<file path="src/ceha_pkg.sv">
package ceha_pkg;

    localparam logic [1:0] CMD_CLEAR   = 2'd0;
    localparam logic [1:0] CMD_DEPOSIT = 2'd1;
    localparam logic [1:0] CMD_READ    = 2'd2;
    localparam logic [1:0] CMD_SPARE   = 2'd3;

    localparam logic [2:0] ST_IGNORED    = 3'd0;
    localparam logic [2:0] ST_ACCUM      = 3'd1;
    localparam logic [2:0] ST_NEW_ENTRY  = 3'd2;
    localparam logic [2:0] ST_FULL       = 3'd3;
    localparam logic [2:0] ST_READ_OK    = 3'd4;
    localparam logic [2:0] ST_READ_EMPTY = 3'd5;
    localparam logic [2:0] ST_CLEARED    = 3'd6;

    localparam int unsigned E_W = 40;

    typedef struct packed {
        logic [1:0]         command;
        logic [19:0]        cell_id;
        logic [23:0]        energy;
        logic               is_em;
        logic signed [31:0] pos_x;
        logic signed [31:0] pos_y;
        logic signed [31:0] pos_z;
        logic [31:0]        hit_time;
        logic [7:0]         read_index;
    } t_req;

    typedef struct packed {
        logic [2:0]         status;
        logic [7:0]         entry_index;
        logic [19:0]        entry_cell;
        logic [E_W-1:0]     total_energy;
        logic [E_W-1:0]     em_energy;
        logic [E_W-1:0]     nonem_energy;
        logic signed [31:0] entry_x;
        logic signed [31:0] entry_y;
        logic signed [31:0] entry_z;
        logic [31:0]        first_time;
        logic [8:0]         entry_count;
    } t_res;

    // request in flight along the cell row
    typedef struct packed {
        t_req req;
        logic done;
        t_res res;
    } t_tok;

    function automatic logic [E_W-1:0] sat_add(logic [E_W-1:0] a, logic [23:0] b);
        logic [E_W:0] s;
        s = {1'b0, a} + (E_W + 1)'(b);
        return s[E_W] ? '1 : s[E_W-1:0];
    endfunction

endpackage

</file>
<file path="src/ceha_cell.sv">
module ceha_cell #(
    parameter int unsigned INDEX = 0,
    parameter int unsigned IX_W  = 8,
    parameter int unsigned CNT_W = 9
) (
    input  logic                i_clk,
    input  logic                i_rst_n,
    input  logic                i_adv,
    input  logic                i_tok_valid,
    input  ceha_pkg::t_tok      i_tok,
    input  logic [CNT_W-1:0]    i_count,
    output logic                o_tok_valid,
    output ceha_pkg::t_tok      o_tok,
    output logic [CNT_W-1:0]    o_count
);
    import ceha_pkg::*;

    localparam int unsigned CMP_W = (IX_W > 8) ? IX_W : 8;

    logic                r_valid, n_valid;
    logic [19:0]         r_cell, n_cell;
    logic [E_W-1:0]      r_total, n_total;
    logic [E_W-1:0]      r_em, n_em;
    logic [E_W-1:0]      r_nonem, n_nonem;
    logic signed [31:0]  r_x, n_x;
    logic signed [31:0]  r_y, n_y;
    logic signed [31:0]  r_z, n_z;
    logic [31:0]         r_time, n_time;
    t_tok                n_tok;
    logic                hit;
    logic                ix_match;

    assign hit      = r_valid && (r_cell == i_tok.req.cell_id);
    assign ix_match = (CMP_W'(i_tok.req.read_index) == CMP_W'(INDEX));

    always_comb begin
        n_valid = r_valid;
        n_cell  = r_cell;
        n_total = r_total;
        n_em    = r_em;
        n_nonem = r_nonem;
        n_x     = r_x;
        n_y     = r_y;
        n_z     = r_z;
        n_time  = r_time;
        n_tok   = i_tok;
        if (i_tok_valid) begin
            case (i_tok.req.command)
                CMD_CLEAR: begin
                    n_valid = 1'b0;
                end
                CMD_DEPOSIT: begin
                    if (!i_tok.done && hit) begin
                        n_total = sat_add(r_total, i_tok.req.energy);
                        if (i_tok.req.is_em) begin
                            n_em = sat_add(r_em, i_tok.req.energy);
                        end else begin
                            n_nonem = sat_add(r_nonem, i_tok.req.energy);
                        end
                        n_tok.done       = 1'b1;
                        n_tok.res.status = ST_ACCUM;
                    end else if (!i_tok.done && !r_valid) begin
                        n_valid = 1'b1;
                        n_cell  = i_tok.req.cell_id;
                        n_total = E_W'(i_tok.req.energy);
                        n_em    = i_tok.req.is_em ? E_W'(i_tok.req.energy) : '0;
                        n_nonem = i_tok.req.is_em ? '0 : E_W'(i_tok.req.energy);
                        n_x     = i_tok.req.pos_x;
                        n_y     = i_tok.req.pos_y;
                        n_z     = i_tok.req.pos_z;
                        n_time  = i_tok.req.hit_time;
                        n_tok.done       = 1'b1;
                        n_tok.res.status = ST_NEW_ENTRY;
                    end
                end
                CMD_READ: begin
                    if (!i_tok.done && ix_match) begin
                        n_tok.done = 1'b1;
                        if (r_valid) begin
                            n_tok.res.status = ST_READ_OK;
                        end
                    end
                end
                default: begin
                end
            endcase
            if (n_tok.done && !i_tok.done && n_tok.res.status != ST_READ_EMPTY) begin
                n_tok.res.entry_index  = 8'(INDEX);
                n_tok.res.entry_cell   = n_cell;
                n_tok.res.total_energy = n_total;
                n_tok.res.em_energy    = n_em;
                n_tok.res.nonem_energy = n_nonem;
                n_tok.res.entry_x      = n_x;
                n_tok.res.entry_y      = n_y;
                n_tok.res.entry_z      = n_z;
                n_tok.res.first_time   = n_time;
            end
        end
    end

    always_ff @(posedge i_clk) begin
        if (!i_rst_n) begin
            r_valid     <= 1'b0;
            o_tok_valid <= 1'b0;
        end else if (i_adv) begin
            r_valid     <= n_valid;
            o_tok_valid <= i_tok_valid;
        end
    end

    always_ff @(posedge i_clk) begin
        if (i_adv) begin
            r_cell  <= n_cell;
            r_total <= n_total;
            r_em    <= n_em;
            r_nonem <= n_nonem;
            r_x     <= n_x;
            r_y     <= n_y;
            r_z     <= n_z;
            r_time  <= n_time;
            o_tok   <= n_tok;
            o_count <= i_count + CNT_W'(n_valid);
        end
    end

endmodule

</file>
<file path="config.mk">
export PLATFORM = sky130hd
export DESIGN_NAME = ceha_cell
export DESIGN_NICKNAME = d
export VERILOG_FILES = /design/src/ceha_pkg.sv /design/src/ceha_cell.sv
export SDC_FILE = /design/constraint.sdc
export NUM_CORES = 1
export LEC_CHECK = 0
export CORE_AREA = 2 2 372 374
export DETAILED_ROUTE_END_ITERATION = 8
export DIE_AREA = 0 0 374 376
export DONT_BUFFER_PORTS = 1
export SYNTH_ARGS = -nofsm -noshare
export SYNTH_HDL_FRONTEND = slang
export SYNTH_SLANG_ARGS = --single-unit
</file>
<file path="constraint.sdc">
create_clock -name i_clk -period 10.73 [get_ports i_clk]
set_input_delay 2.146 -clock i_clk [delete_from_list [all_inputs] [get_ports i_clk]]
set_output_delay 2.146 -clock i_clk [all_outputs]
set_load 0.05 [all_outputs]
</file>
==> run metrics <==
Hold Crit Class reg -> reg; Avg Vias per Cell 5.22; Total GRT Usage 18.6%; Layout area overhead 13.5%; Post-Syn Nets 3375; Max Root-Sink Buffers 3; final hold vios 0; 1st-iter DRT viols 2962; fin area 39800 sq um; num ports 967; fraction of registers with async set/reset 0%; vias in the first global route 22800; Critical Path Start Type primary input; final core occ 29.1%; Syn Inst Count 2810; Slew Viols, Final 0; PortBufs 0; Synth warnings 0; setup ws final 4.62 ns; Placement Cell Area 37100 sq um; initial core utilization 25.7%; Root Driver clkbuf_16; Post-Syn Area 35100 sq um; Worst Hold Slack 0.540 ns; worst skew pair latency 0.70 ns; P per Cell Area 189 nW/um^2; Core ar. 137000 sq um; Syn Area/Cell 12.5 sq um; initial antenna violation count 51; peak supply drop 116 uV; max frequency 164 MHz; #FFs+latches synth 751; CP arrival 6.68 ns; Die H 376 um; DR pass1 iterations 5; worst slack, placed 3.81 ns; Worst Path Required 11.29 ns; clock skew 0.0233 ns; most common flop cell mapped by yosys edfxtp_1; Post-synth EDFFs 749; fin crit share 57.0%; die width 374 um; Worst Setup Path Type in -> reg; TritonCTS buffer count 85; clock transition at the registers of the reported paths 0.06 ns; Synth cell types 74; DP HPWL 102000 um; mean routed wirelength per cell 29.4 um; hold_buf cts 0; die area 141000 sq um; CTS tree done; Seq/Total Area, Yosys 64.2%; Routed Antenna Nets 0; FP Rows 136; share of cells above drive strength 1 8.02%; # setup viols final 0; relative max-transition margin 12.2%; Worst-Margin Slew 1.32 ns; global-route wire length before repair 185000 um; vias post-DR 24400; CP Capture Type flop; max_cap viols 0; cts repair resizes 0; static leakage power 0.0142 uW; nets 3357; CP Max Fanout 11; outcome finished clean; CTS Sinks 751; total negative slack 0 ns; DRC 0; GP Congestion 0.952; GRT Residual Overflow 0; Post CTS Setup Buffer Count 0; fin crit period 6.11 ns; final wirelength 137000 um; RSZ-0062 raised after global routing no; H-tree depth 3; pin count of the biggest net entering global routing 485
==> registers in the layout, summed over array words and instances (netlist names), 20 cells and up <==
register  cells
r_cell       20
r_y          32
r_z          32
r_total      40
r_x          32
r_time       32
r_nonem      40
o_tok       472
r_em         40
==> path summary, 6_finish.rpt <==
kind                                           start              endpoint  slack [ns]  cells after the start
worst min-delay path               r_x[27]$_DFFE_PP_     r_x[27]$_DFFE_PP_        0.54                      2
worst max register to register  r_cell[14]$_DFFE_PP_  o_tok[211]$_DFFE_PP_        5.65                      9
worst min register to register     r_x[27]$_DFFE_PP_     r_x[27]$_DFFE_PP_        0.54                      2
worst max-delay path                      i_tok[464]  o_tok[211]$_DFFE_PP_        4.62                      9
==> final cells by class <==
cell class	count	area [sq um]
Fill cell	13900	96800
Sequential cell	751	22500
Multi-Input combinational cell	1900	12000
Tap cell	1794	2240
Clock buffer	99	2190
Clock inverter	53	494
Timing Repair Buffer	22	215
Inverter	32	120
Antenna cell	22	55.1
==> synthesized netlist by cell type, drive strengths merged (23+ instances only) <==
cell type	instances	area share (%)
edfxtp	749	64
nand2	611	6.5
mux2	218	7.0
nor2	159	1.7
a21oi	151	2.2
clkbuf	84	0.90
o21ai	82	1.2
ha	77	2.7
nand3	49	0.70
xnor2	49	1.2
o31ai	45	0.96
buf	43	0.59
nor3	40	0.58
xor2	35	0.87
inv	32	0.34
a21o	31	0.66
and2	28	0.50
and3	28	0.50
o22ai	27	0.48
a31oi	23	0.43
==> per-stage QoR <==
step | power (uW) | std cells
global placement | 4710 | 4499
CTS | 7560 | 4651
detailed placement | 4720 | 4499
global route | 7750 | 4666
floorplan | 4490 | 2810
finish | 7510 | 4673
==> metal layers <==
| metal | GRT usage (%) | part of all wire [%] |
|---|---|---|
| met1 | 23.8 | 40 |
| met2 | 27.5 | 44 |
| met3 | 8.36 | 13 |
| met4 | 6.55 | 3.1 |
| met5 | 0 | 0.074 |
==> where the power goes <==
part	internal, uW	leakage [uW]	total, uW	switching [uW]
Clock	1540	0.00129	2840	1300
Combinational	214	0.00563	566	352
Sequential	3480	0.00726	4100	628
Total	5230	0.0142	7510	2280
==> layout by cell type (no fill, tap or decap), drive strengths merged, types with 37 or more instances in the layout <==
cell type and instances:
nand3 49, xnor2 49, inv 39, a21oi 151
edfxtp 749, mux2 218, clkinv 37, o31ai 45
ha 77, nand2 611, nor3 40, o21ai 82
nor2 159, clkbuf 99
==> kinds of logic after synthesis <==
family / synth area share (%)
muxes: 7.20
xor gates and xnor gates: 2.10
DFF: 64.2
and+or+nand+nor: 12.2
buffers and inverters: 1.83
AOI/OAI and AO/OA: 9.57
adders and majority gates: 2.92
==> critical path, stage by stage <==
cell	delay, ns
xor2_1	0.14
nor4_1	0.40
nand4_1	0.56
nor4_4	1.13
nand2_1	0.29
nor3_1	0.99
a21oi_1	0.16
a311oi_1	0.62
mux2_1	0.23
Power figures use the tool's default switching activity.
